## src/rtl/core/wpc_pkg.sv

```systemverilog
// Shared types and constants for the sliding-window peak counter.
// Depends on nothing; every module of the block imports it.
package wpc_pkg;

   localparam int WPC_MAX_WINDOW  = 1024;
   localparam int WPC_MAX_SEQ_LEN = 65536;
   localparam int WPC_QUEUE_DEPTH = 4;

   localparam int SAMPLE_W = 32;
   localparam int CFG_W    = 11;
   localparam int PARTS_W  = 10;
   localparam int INDEX_W  = 17;

   localparam int K_MIN   = 3;
   localparam int K_RESET = 3;

   // Per-item control bits handed from front to back
   typedef struct packed {
      logic live;      // sample counts toward the sequence
      logic flag;      // previous position was a strict peak
      logic drop;      // oldest interior flag leaves the window
      logic full;      // a whole window ends at this sample
      logic old_flag;  // flag read back from the ring
      logic last;      // final sample of the sequence
      logic ovf;       // sequence went past its length limit
   } wpc_ctl_type;

endpackage

```

## src/rtl/core/wpc_front.sv

```systemverilog
// Front end: takes samples, detects peaks, keeps the flag ring and window length.
// Depends on wpc_pkg; feeds wpc_queue.
module wpc_front import wpc_pkg::*; #(
   parameter int MAX_WINDOW  = WPC_MAX_WINDOW,
   parameter int MAX_SEQ_LEN = WPC_MAX_SEQ_LEN,
   parameter int QUEUE_DEPTH = WPC_QUEUE_DEPTH,
   localparam int POS_W = $clog2(MAX_SEQ_LEN + 1),
   localparam int LVL_W = $clog2(QUEUE_DEPTH + 1)
) (
   input  logic                clock,
   input  logic                reset,
   input  logic                req_valid,
   output logic                req_stall,
   input  logic [SAMPLE_W-1:0] req_sample,
   input  logic                req_last,
   input  logic                csr_valid,
   output logic                csr_ready,
   input  logic [CFG_W-1:0]    csr_window_len,
   input  logic [LVL_W-1:0]    q_level,
   output logic                push,
   output wpc_ctl_type         push_ctl,
   output logic [POS_W-1:0]    push_start
);

   localparam int KW = $clog2(MAX_WINDOW + 1);
   localparam int AW = $clog2(MAX_WINDOW);
   localparam int CW = ((POS_W > KW) ? POS_W : KW) + 1;

   logic [KW-1:0]       k_ff;
   logic [KW-1:0]       k_in;
   logic [SAMPLE_W-1:0] prev_ff, prev2_ff;
   logic [POS_W-1:0]    position_ff;
   logic [AW-1:0]       ring_ptr_ff;
   logic                too_long_ff;
   logic                flag_ram_ff [MAX_WINDOW];
   logic                old_flag_ff;
   logic                s1_valid_ff;
   wpc_ctl_type         s1_ctl_ff;
   logic [POS_W-1:0]    s1_start_ff;

   logic                fire;
   logic                live;
   logic [CW-1:0]       pos_w;
   logic [CW-1:0]       k_w;
   logic                flag;
   logic [KW-1:0]       km2;
   logic [KW-1:0]       ptr_w;
   logic [KW-1:0]       rd_w;
   logic [AW-1:0]       rd_idx;
   wpc_ctl_type         ctl;
   logic [POS_W-1:0]    start;

   // Hold input while the queue could not take what is in flight
   assign req_stall = ({1'b0, q_level} + (LVL_W + 1)'(s1_valid_ff))
                      >= (LVL_W + 1)'(QUEUE_DEPTH);
   assign fire      = req_valid & ~req_stall;
   assign csr_ready = 1'b1;

   // Clamp the window length on write
   always_comb begin
      if (csr_window_len < CFG_W'(K_MIN)) begin
         k_in = KW'(K_MIN);
      end else if (32'(csr_window_len) > 32'(MAX_WINDOW)) begin
         k_in = KW'(MAX_WINDOW);
      end else begin
         k_in = KW'(csr_window_len);
      end
   end

   // Take a new length only between sequences
   always_ff @(posedge clock) begin
      if (reset) begin
         k_ff <= KW'(K_RESET);
      end else if (csr_valid && position_ff == '0) begin
         k_ff <= k_in;
      end
   end

   // Classify the sample against its position and the window
   always_comb begin
      live  = position_ff < POS_W'(MAX_SEQ_LEN);
      pos_w = CW'(position_ff) + CW'(1);
      k_w   = CW'(k_ff);
      flag  = (position_ff >= POS_W'(2)) && (prev_ff > prev2_ff) && (prev_ff > req_sample);
      start = POS_W'(pos_w - k_w + CW'(1));
      ctl.live     = live;
      ctl.flag     = flag;
      ctl.drop     = pos_w > k_w;
      ctl.full     = pos_w >= k_w;
      ctl.old_flag = 1'b0;
      ctl.last     = req_last;
      ctl.ovf      = too_long_ff | ~live;
   end

   // Ring slot of the oldest interior flag, modulo the ring size
   always_comb begin
      km2   = k_ff - KW'(2);
      ptr_w = KW'(ring_ptr_ff);
      if (ptr_w >= km2) begin
         rd_w = ptr_w - km2;
      end else begin
         rd_w = ptr_w + (KW'(MAX_WINDOW) - km2);
      end
      rd_idx = AW'(rd_w);
   end

   // Flag ring: write the new flag, read the one leaving the window
   always_ff @(posedge clock) begin
      if (fire && live && position_ff != '0) begin
         flag_ram_ff[ring_ptr_ff] <= flag;
      end
      if (fire && live) begin
         old_flag_ff <= flag_ram_ff[rd_idx];
      end
   end

   // Advance sequence state, clear it after the last beat
   always_ff @(posedge clock) begin
      if (reset) begin
         prev_ff     <= '0;
         prev2_ff    <= '0;
         position_ff <= '0;
         ring_ptr_ff <= '0;
         too_long_ff <= 1'b0;
      end else if (fire) begin
         if (req_last) begin
            prev_ff     <= '0;
            prev2_ff    <= '0;
            position_ff <= '0;
            ring_ptr_ff <= '0;
            too_long_ff <= 1'b0;
         end else if (live) begin
            prev2_ff    <= prev_ff;
            prev_ff     <= req_sample;
            position_ff <= POS_W'(pos_w);
            ring_ptr_ff <= (ring_ptr_ff == AW'(MAX_WINDOW - 1)) ? '0 : ring_ptr_ff + AW'(1);
         end else begin
            too_long_ff <= 1'b1;
         end
      end
   end

   // Stage the item until the ring read returns
   always_ff @(posedge clock) begin
      if (reset) begin
         s1_valid_ff <= 1'b0;
      end else begin
         s1_valid_ff <= fire;
      end
   end

   always_ff @(posedge clock) begin
      if (fire) begin
         s1_ctl_ff   <= ctl;
         s1_start_ff <= start;
      end
   end

   // Push the staged item with its old flag attached
   always_comb begin
      push_ctl          = s1_ctl_ff;
      push_ctl.old_flag = old_flag_ff;
   end
   assign push       = s1_valid_ff;
   assign push_start = s1_start_ff;

   // Position never passes the limit
   a_pos_limit: assert property (@(posedge clock) disable iff (reset)
      position_ff <= POS_W'(MAX_SEQ_LEN))
      else $error("position beyond limit");

   // Last beat leaves a clean sequence state
   a_last_clear: assert property (@(posedge clock) disable iff (reset)
      (fire && req_last) |=> (position_ff == '0 && ring_ptr_ff == '0 && !too_long_ff))
      else $error("sequence state not cleared");

endmodule

```

## src/rtl/core/wpc_queue.sv

```systemverilog
// Small FIFO decoupling peak detection from window scoring.
// Depends on wpc_pkg for the default depth.
module wpc_queue import wpc_pkg::*; #(
   parameter int WIDTH = 8,
   parameter int DEPTH = WPC_QUEUE_DEPTH,
   localparam int LVL_W = $clog2(DEPTH + 1)
) (
   input  logic             clock,
   input  logic             reset,
   input  logic             push,
   input  logic [WIDTH-1:0] push_data,
   input  logic             pop,
   output logic [WIDTH-1:0] head_data,
   output logic [LVL_W-1:0] level
);

   localparam int PW = (DEPTH > 1) ? $clog2(DEPTH) : 1;

   logic [WIDTH-1:0] slot_ff [DEPTH];
   logic [PW-1:0]    wr_ptr_ff, rd_ptr_ff;
   logic [LVL_W-1:0] level_ff;

   assign head_data = slot_ff[rd_ptr_ff];
   assign level     = level_ff;

   // Store incoming beats
   always_ff @(posedge clock) begin
      if (push) begin
         slot_ff[wr_ptr_ff] <= push_data;
      end
   end

   // Move pointers and the fill level
   always_ff @(posedge clock) begin
      if (reset) begin
         wr_ptr_ff <= '0;
         rd_ptr_ff <= '0;
         level_ff  <= '0;
      end else begin
         if (push) begin
            wr_ptr_ff <= (wr_ptr_ff == PW'(DEPTH - 1)) ? '0 : wr_ptr_ff + PW'(1);
         end
         if (pop) begin
            rd_ptr_ff <= (rd_ptr_ff == PW'(DEPTH - 1)) ? '0 : rd_ptr_ff + PW'(1);
         end
         if (push && !pop) begin
            level_ff <= level_ff + LVL_W'(1);
         end else if (pop && !push) begin
            level_ff <= level_ff - LVL_W'(1);
         end
      end
   end

   // Never write into a full queue
   a_no_overrun: assert property (@(posedge clock) disable iff (reset)
      (push && !pop) |-> (level_ff < LVL_W'(DEPTH)))
      else $error("queue overrun");

   // Never read an empty queue
   a_no_underrun: assert property (@(posedge clock) disable iff (reset)
      pop |-> (level_ff != '0))
      else $error("queue underrun");

endmodule

```

## src/rtl/core/wpc_back.sv

```systemverilog
// Back end: keeps the window peak count and the best window, drives results.
// Depends on wpc_pkg; drains wpc_queue.
module wpc_back import wpc_pkg::*; #(
   parameter int MAX_WINDOW  = WPC_MAX_WINDOW,
   parameter int MAX_SEQ_LEN = WPC_MAX_SEQ_LEN,
   localparam int POS_W = $clog2(MAX_SEQ_LEN + 1)
) (
   input  logic               clock,
   input  logic               reset,
   input  logic               head_valid,
   input  wpc_ctl_type        head_ctl,
   input  logic [POS_W-1:0]   head_start,
   output logic               pop,
   output logic               rsp_valid,
   input  logic               rsp_stall,
   output logic [PARTS_W-1:0] rsp_max_parts,
   output logic [INDEX_W-1:0] rsp_left_index,
   output logic               rsp_found,
   output logic               rsp_overflow
);

   localparam int CNT_W = $clog2(MAX_WINDOW);

   logic [CNT_W-1:0]   window_peaks_ff;
   logic [CNT_W-1:0]   best_peaks_ff;
   logic [POS_W-1:0]   best_start_ff;
   logic               have_best_ff;
   logic               rsp_valid_ff;
   logic [PARTS_W-1:0] max_parts_ff;
   logic [INDEX_W-1:0] left_index_ff;
   logic               found_ff;
   logic               overflow_ff;

   logic [CNT_W-1:0]   wp_new;
   logic               better;
   logic [CNT_W-1:0]   best_peaks_nx;
   logic [POS_W-1:0]   best_start_nx;
   logic               have_best_nx;
   logic [CNT_W:0]     parts_sum;

   // Drain the queue unless a result is still waiting
   assign pop = head_valid & ~(rsp_valid_ff & rsp_stall);

   // Update the window count and pick the best window
   always_comb begin
      wp_new = window_peaks_ff + CNT_W'(head_ctl.flag)
               - CNT_W'(head_ctl.drop & head_ctl.old_flag);
      better = head_ctl.live && head_ctl.full && (!have_best_ff || wp_new > best_peaks_ff);
      best_peaks_nx = better ? wp_new : best_peaks_ff;
      best_start_nx = better ? head_start : best_start_ff;
      have_best_nx  = have_best_ff | better;
      parts_sum     = {1'b0, best_peaks_nx} + (CNT_W + 1)'(1);
   end

   // Window and best-window state
   always_ff @(posedge clock) begin
      if (reset) begin
         window_peaks_ff <= '0;
         best_peaks_ff   <= '0;
         best_start_ff   <= '0;
         have_best_ff    <= 1'b0;
      end else if (pop) begin
         if (head_ctl.last) begin
            window_peaks_ff <= '0;
            best_peaks_ff   <= '0;
            best_start_ff   <= '0;
            have_best_ff    <= 1'b0;
         end else begin
            if (head_ctl.live) begin
               window_peaks_ff <= wp_new;
            end
            best_peaks_ff <= best_peaks_nx;
            best_start_ff <= best_start_nx;
            have_best_ff  <= have_best_nx;
         end
      end
   end

   // Result register valid
   always_ff @(posedge clock) begin
      if (reset) begin
         rsp_valid_ff <= 1'b0;
      end else if (pop && head_ctl.last) begin
         rsp_valid_ff <= 1'b1;
      end else if (!rsp_stall) begin
         rsp_valid_ff <= 1'b0;
      end
   end

   // Result payload
   always_ff @(posedge clock) begin
      if (pop && head_ctl.last) begin
         max_parts_ff  <= have_best_nx ? PARTS_W'(parts_sum) : '0;
         left_index_ff <= have_best_nx ? INDEX_W'(best_start_nx) : '0;
         found_ff      <= have_best_nx;
         overflow_ff   <= head_ctl.ovf;
      end
   end

   assign rsp_valid      = rsp_valid_ff;
   assign rsp_max_parts  = max_parts_ff;
   assign rsp_left_index = left_index_ff;
   assign rsp_found      = found_ff;
   assign rsp_overflow   = overflow_ff;

   // A result is never overwritten while waiting
   a_no_clobber: assert property (@(posedge clock) disable iff (reset)
      (rsp_valid_ff && rsp_stall) |-> !pop)
      else $error("result overwritten");

   // Missing window reports zero count and index
   a_not_found: assert property (@(posedge clock) disable iff (reset)
      (rsp_valid_ff && !found_ff) |-> (max_parts_ff == '0 && left_index_ff == '0))
      else $error("empty result carries data");

   // End of sequence clears the scoring state
   a_seq_clear: assert property (@(posedge clock) disable iff (reset)
      (pop && head_ctl.last) |=> (!have_best_ff && window_peaks_ff == '0))
      else $error("scoring state not cleared");

endmodule

```

## src/rtl/core/window_peak_count_max.sv

```systemverilog
// Sliding-window peak counter, top level: front, queue and back.
// Throughput: one sample per cycle sustained while rsp_stall stays low.
// The result of a sequence passes the flag ring read stage, then the queue slot,
// and the result register loads as that last item pops.
// Reset: synchronous; clears control state at once, no clearing pass.
// Depends on wpc_pkg, wpc_front, wpc_queue and wpc_back.
module window_peak_count_max import wpc_pkg::*; #(
   parameter int MAX_WINDOW  = WPC_MAX_WINDOW,
   parameter int MAX_SEQ_LEN = WPC_MAX_SEQ_LEN,
   parameter int QUEUE_DEPTH = WPC_QUEUE_DEPTH
) (
   input  logic                clock,
   input  logic                reset,
   input  logic                req_valid,
   output logic                req_stall,
   input  logic [SAMPLE_W-1:0] req_sample,
   input  logic                req_last,
   output logic                rsp_valid,
   input  logic                rsp_stall,
   output logic [PARTS_W-1:0]  rsp_max_parts,
   output logic [INDEX_W-1:0]  rsp_left_index,
   output logic                rsp_found,
   output logic                rsp_overflow,
   input  logic                csr_valid,
   output logic                csr_ready,
   input  logic [CFG_W-1:0]    csr_window_len
);

   localparam int POS_W = $clog2(MAX_SEQ_LEN + 1);
   localparam int LVL_W = $clog2(QUEUE_DEPTH + 1);
   localparam int CTL_W = $bits(wpc_ctl_type);
   localparam int Q_W   = CTL_W + POS_W;

   logic               push;
   wpc_ctl_type        push_ctl;
   logic [POS_W-1:0]   push_start;
   logic [LVL_W-1:0]   q_level;
   logic [Q_W-1:0]     head_data;
   wpc_ctl_type        head_ctl;
   logic [POS_W-1:0]   head_start;
   logic               pop;

   wpc_front #(
      .MAX_WINDOW  (MAX_WINDOW),
      .MAX_SEQ_LEN (MAX_SEQ_LEN),
      .QUEUE_DEPTH (QUEUE_DEPTH)
   ) u_front (
      .clock          (clock),
      .reset          (reset),
      .req_valid      (req_valid),
      .req_stall      (req_stall),
      .req_sample     (req_sample),
      .req_last       (req_last),
      .csr_valid      (csr_valid),
      .csr_ready      (csr_ready),
      .csr_window_len (csr_window_len),
      .q_level        (q_level),
      .push           (push),
      .push_ctl       (push_ctl),
      .push_start     (push_start)
   );

   wpc_queue #(
      .WIDTH (Q_W),
      .DEPTH (QUEUE_DEPTH)
   ) u_queue (
      .clock     (clock),
      .reset     (reset),
      .push      (push),
      .push_data ({push_ctl, push_start}),
      .pop       (pop),
      .head_data (head_data),
      .level     (q_level)
   );

   // Split the queue head back into control and start index
   assign head_ctl   = wpc_ctl_type'(head_data[Q_W-1:POS_W]);
   assign head_start = head_data[POS_W-1:0];

   wpc_back #(
      .MAX_WINDOW  (MAX_WINDOW),
      .MAX_SEQ_LEN (MAX_SEQ_LEN)
   ) u_back (
      .clock          (clock),
      .reset          (reset),
      .head_valid     (q_level != '0),
      .head_ctl       (head_ctl),
      .head_start     (head_start),
      .pop            (pop),
      .rsp_valid      (rsp_valid),
      .rsp_stall      (rsp_stall),
      .rsp_max_parts  (rsp_max_parts),
      .rsp_left_index (rsp_left_index),
      .rsp_found      (rsp_found),
      .rsp_overflow   (rsp_overflow)
   );

endmodule
```

## config.mk

```make
export PLATFORM = sky130hd
export DESIGN_NAME = window_peak_count_max
export DESIGN_NICKNAME = d
export VERILOG_FILES = /design/src/rtl/core/wpc_pkg.sv /design/src/rtl/core/wpc_front.sv /design/src/rtl/core/wpc_queue.sv /design/src/rtl/core/wpc_back.sv /design/src/rtl/core/window_peak_count_max.sv
export SDC_FILE = /design/constraint.sdc
export NUM_CORES = 2
export LEC_CHECK = 0
export BUFFER_PORTS_ARGS = -buffer_cell sky130_fd_sc_hd__buf_2
export CAP_MARGIN = 20
export CORE_MARGIN = 8
export CORE_UTILIZATION = 40
export DETAILED_ROUTE_END_ITERATION = 8
export GPL_TIMING_DRIVEN = 1
export PLACE_DENSITY = 0.58
export SYNTH_ARGS = -nofsm -noshare
export SYNTH_HDL_FRONTEND = slang
export SYNTH_SLANG_ARGS = --single-unit
```

## constraint.sdc

```tcl
create_clock -name clock -period 53.9 [get_ports clock]
set_input_delay 8.085 -clock clock [delete_from_list [all_inputs] [get_ports clock]]
set_output_delay 8.085 -clock clock [all_outputs]
set_load 0.1 [all_outputs]
```

Word-level counts from Yosys, hierarchy flattened --
Memories as Yosys holds them, arrays and structs flattened. A register that Yosys moved wholly into a read port is not among the register bits. Index checks and enable logic that the tools add are counted.
Storage, ports and cells: bits in registers 202, bits in writable memories 1120, memories kept 2
Operators by class: add/sub/neg operators 16, $lt $le $gt $ge 11, equal/unequal tests 5, mux-type cells 33, bitwise gates (word level) 9, reductions and logical operators 23
Memory list:
- u_front.flag_ram_ff | depth 1024, width 1, rd ports 1, clocked after memory_dff 1, write ports 1, line wpc_front.sv:35 | logic flag_ram_ff [MAX_WINDOW];
- u_queue.slot_ff | depth 4, width 24, rd ports 1, clocked after memory_dff 1, write ports 1, line wpc_queue.sv:19 | logic [WIDTH-1:0] slot_ff [DEPTH];
Operator list (count):
- two-way mux 32 bit | 4
- two-way mux 10 bit | 8
- two-way mux 17 bit | 4
- > comparator 32 bit | 2
- two-way mux 11 bit | 2
- adder 10 x 1 -> 10 bit, second input constant | 2
- subtractor 10 bit | 2
- adder 17 x 1 -> 18 bit, second input constant | 1
- greater-or-equal comparator 18 x 11 -> 1 bit | 1
- > comparator 18 x 11 -> 1 bit | 1
- adder 17 x 1 -> 17 bit, second input constant | 1
- greater-or-equal comparator 17 x 2 -> 1 bit, second input constant | 1
- zero test 17 bit | 1
- less-than comparator 17 bit, second input constant | 1
- nonzero test 17 bit | 1
- subtractor 17 x 11 -> 17 bit | 1
- greater-or-equal comparator 10 x 11 -> 1 bit | 1
- > comparator 11 bit, second input constant | 1
- less-than comparator 11 x 2 -> 1 bit, second input constant | 1
- subtractor 11 x 2 -> 11 bit, second input constant | 1
- adder 10 x 1 -> 10 bit | 1
- adder 10 bit | 1
- equality test 10 bit, second input constant | 1
- > comparator 10 bit | 1
- 21 further kinds | 56

Depth between registers and ports, before layout --
depth in word-level cells 8, gate-level depth with buffers 30, gate-level depth less buffers 28

Hierarchy --
From an unflattened synthesis, not the netlist that was laid out.
Second synthesis, totals: cells, all modules 4276, area total of the unflattened synthesis 59344.4 µm²
Modules (own cells, without submodules):
- wpc_front | instances 1, cells an instance 3721, area an instance 51814.7 µm², sequential area each 33552.2 µm²
- wpc_queue | instances 1, cells an instance 168, area an instance 3931.3 µm², sequential area each 3062.9 µm²
- wpc_back | instances 1, cells an instance 386, area an instance 3592.2 µm², sequential area each 1651.6 µm²
- window_peak_count_max | instances 1, cells an instance 1, area an instance 6.3 µm², sequential area each 0.0 µm²

Worst setup path after synthesis --
No wires, ideal clock.
path type input to register, start in req_sample[9], end mem u_front.flag_ram_ff[0], data pin, setup time 8.351 ns, arrival time 50.311 ns, data required time 45.549 ns, slack -4.762 ns, cell stages on the path 12, path through inv_1 -> ha_1 -> a21o_1 -> a21o_1 -> a21o_1 -> a21o_1 -> a21oi_1 -> nor2b_1 -> o21ai_0 -> nand2_1 -> a21oi_1 -> a211oi_1
RTL lines:
- start, declared | line window_peak_count_max.sv:16 | input logic [SAMPLE_W-1:0] req_sample,
- end, declared | line wpc_front.sv:35

==> results.md <==
- Netlist cell types: 62
- Clock Skew: 0.0247 ns
- Layout area overhead: 12.5%
- Detailed Route WL: 151000 um
- Fraction of layout cells with a size suffix above 1: 17.1%
- Worst Tran Pin Value: 1.11 ns
- CP Data Required Time: 54.29 ns
- Num ports: 81
- # clock sinks: 1325
- WHS Endpoint: u_front.too_long_ff
- Worst hold path depth: 2
- RSZ-0062 raised after global routing: false
- First-pass GRT wire length: 224000 um
- Critical Path AT: 12.62 ns
- Most common cell after layout, fill and taps aside: nor2_1
- Initial DRT Pass Iterations: 6
- Clk buf depth: 3
- Syn Nets: 4545
- Crit Reg-Reg Endpoint: u_back.rsp_max_parts[8]
- Residual DRC: 0
- HP Class: register to register
- Synth Flop Type: edfxtp_1
- Post-synthesis sequential area ratio: 64.5%
- Final net count: 4525
- Maximum VDD drop: 0.0000508 V
- Slew Viols, Final: 0
- Die width: 401 um
- Count of flip-flops with a built-in enable after synthesis: 1173
- Hold Buf Count CTS: 0
- Final Cell Area: 0.0668 mm2
- Overflow after GRT: 0
- Status: complete, no violations
- Worst Reg-to-Reg Cells: 26
- Hold path start: u_front.too_long_ff
- WS Path Type: primary input to register
- GRT busiest layer: met2
- Seq cells post-synth: 1325
- Input/output buffers: 79
- Met1 Usage GRT: 23.6%
- Vias/cell: 5.56
- Iteration-0 DRC Markers: 3485
- Pin count of the biggest net entering global routing: 270
- Global Route Usage Sum: 18.2%
- Setup total negative slack: 0 ns
- CP Launch Type: primary input
- Pleak: 0.0237 uW
- Avg Cell Area, Syn: 13.6 um2
- Commonest cells after routing, fill and taps aside: nor2_1 (1239), edfxtp_1 (1173), mux4_2 (326)
- FF/Latch Area: 0.0383 mm2
- Average wire per standard cell: 23.7 um
- Cell Area, Synth: 0.0593 mm2
- Ys async rst share: 0%
- Power Dens Cells: 42.2 mW/mm2
- Yosys Warn Count: 0
- Met2 Use GR: 30.9%
- Worst setup path startpoint: req_sample[17]
- Fillers: 13200
- Htree depth: 4
- Post-CTS sizing: 0
- Clk root buf: clkbuf_16
- Dpl cell area: 0.0616 mm2
- Area of the multi-input gates: 0.0194 mm2
- Total number of vias: 35400
- Site Rows: 141
- DP Wirelength: 78300 um
- CP max FO: 269
- Placer Congestion: 0.781
- CP endpoint kind: register
- Antenna viol nets, final: 0
- Initial Utilization: 40.2%
- Global Route met3 Usage: 3.39%
- Final Hold Fails: 0
- Slew headroom: 26.1%
- Max frequency: 0.0818 GHz
- Setup bufs post-CTS: 0
- CTS buffer count: 142
- Die ar.: 0.161 mm2
- Vias in the first global route: 35100
- CORE AREA: 0.147 mm2
- Max-cap violations: 0
- Worst-skew pair later-pin latency: 0.76 ns
- Initial antenna violation count: 2
- Tcrit/Tclk final: 22.7%
- Tmin final: 12.23 ns
- Cells after Synth: 4349
- Clk slew on worst S/H paths: 0.06 ns
- CTS tree: built
- Die Height: 401 um
- Flop2flop setup slack: 47.46 ns
- Setup violators final: 0
## registers in the layout (all words and copies together) (netlist names), 2 cells and up, named ones only
name	count
u_front.k_ff	11
u_queue.rd_ptr_ff	2
u_front.position_ff	17
u_queue.level	3
u_back.rsp_left_index	17
u_back.rsp_max_parts	10
u_queue.wr_ptr_ff	2
u_back.best_peaks_ff	10
u_queue.slot_ff	96
u_front.ring_ptr_ff	10
u_back.best_start_ff	17
u_front.prev2_ff	32
u_front.push_ctl	6
u_front.flag_ram_ff	1024
u_back.window_peaks_ff	10
u_front.prev_ff	32
u_front.push_start	17
## metal layers
metal	part of all wire, %	up-vias
li1	-	15800
met1	41	18200
met2	49	1114
met3	6.8	265
met4	3.3	0
met5	0	-
## worst max path at each step
stage                               end  slack (ns)
6_report       u_front.flag_ram_ff[971]       41.67
2_1_floorplan    u_front.flag_ram_ff[0]       17.64
3_5_place_dp   u_front.flag_ram_ff[364]       40.78
5_1_grt        u_front.flag_ram_ff[850]       41.26
4_1_cts        u_front.flag_ram_ff[376]       41.56
3_3_place_gp   u_front.flag_ram_ff[364]       40.83
## power by group
part	leakage [uW]	internal (uW)	total [uW]	switching, uW
registers	0.0142	1150	1180	22.2
logic	0.00737	247	711	464
clock network	0.00214	517	928	411
## cells in the mapped netlist, types with 27 or more instances
| master | number | area share (%) |
|---|---|---|
| nand2_1 | 169 | 1.1 |
| mux4_2 | 326 | 12 |
| edfxtp_1 | 1173 | 59 |
| nand3_1 | 67 | 0.57 |
| nand4_1 | 29 | 0.31 |
| a21oi_1 | 61 | 0.51 |
| inv_1 | 127 | 0.80 |
| o21ai_0 | 53 | 0.45 |
| xnor2_1 | 45 | 0.66 |
| dfxtp_1 | 152 | 5.1 |
| buf_2 | 39 | 0.33 |
| mux2i_1 | 40 | 0.67 |
| nor2_1 | 1240 | 7.8 |
| clkbuf_1 | 279 | 1.8 |
| a22oi_1 | 125 | 1.6 |
| nor3_1 | 27 | 0.23 |
| ha_1 | 139 | 2.9 |
## critical path: stages
cell	delay (ns)
buf_2	0.09
inv_1	0.04
ha_1	0.29
a21o_1	0.11
a21o_1	0.10
a21o_1	0.11
a21oi_1	0.06
nor2b_1	0.10
o21ai_0	0.09
nand2b_1	0.09
a21oi_1	0.07
or3_1	0.35
a211oi_4	0.31
buf_12	0.72
buf_4	0.89
buf_4	0.93
## layout make-up
type,count,share of cell area (%)
timing repair buffer,181,2.64
clock buffer,184,5.63
antenna,1,0.00375
clock inverter,71,0.963
tap,1930,3.62
multi-input combinational,2551,29.1
inverter,128,0.720
sequential,1325,57.3
## kinds of logic after synthesis
family / share of synthesized area, %
AO/OA/AOI/OAI: 3.81
multiplexers: 13.1
flip-flops: 64.5
other: 0.00632
buffers and inverters: 3.21
adder cells (fa/ha/maj): 3.20
XOR/XNOR: 1.00
AND/OR/NAND/NOR: 11.1
## per-stage QoR
stage / util (%) / instances / hold WS [ns] / setup WS, ns / power [uW]
floorplan: - / 4349 / 0.429 / 17.64 / 1730
global placement: 41.8 / 6086 / 0.440 / 40.83 / 1920
detailed placement: 41.8 / 6088 / 0.456 / 40.78 / 1920
CTS: 44.8 / 6343 / 0.469 / 41.56 / 2850
global route: 45.3 / 6370 / 0.485 / 41.26 / 2930
finish: 45.3 / 6371 / 0.462 / 41.67 / 2820
Note: power is estimated with default switching activity, not from simulation.
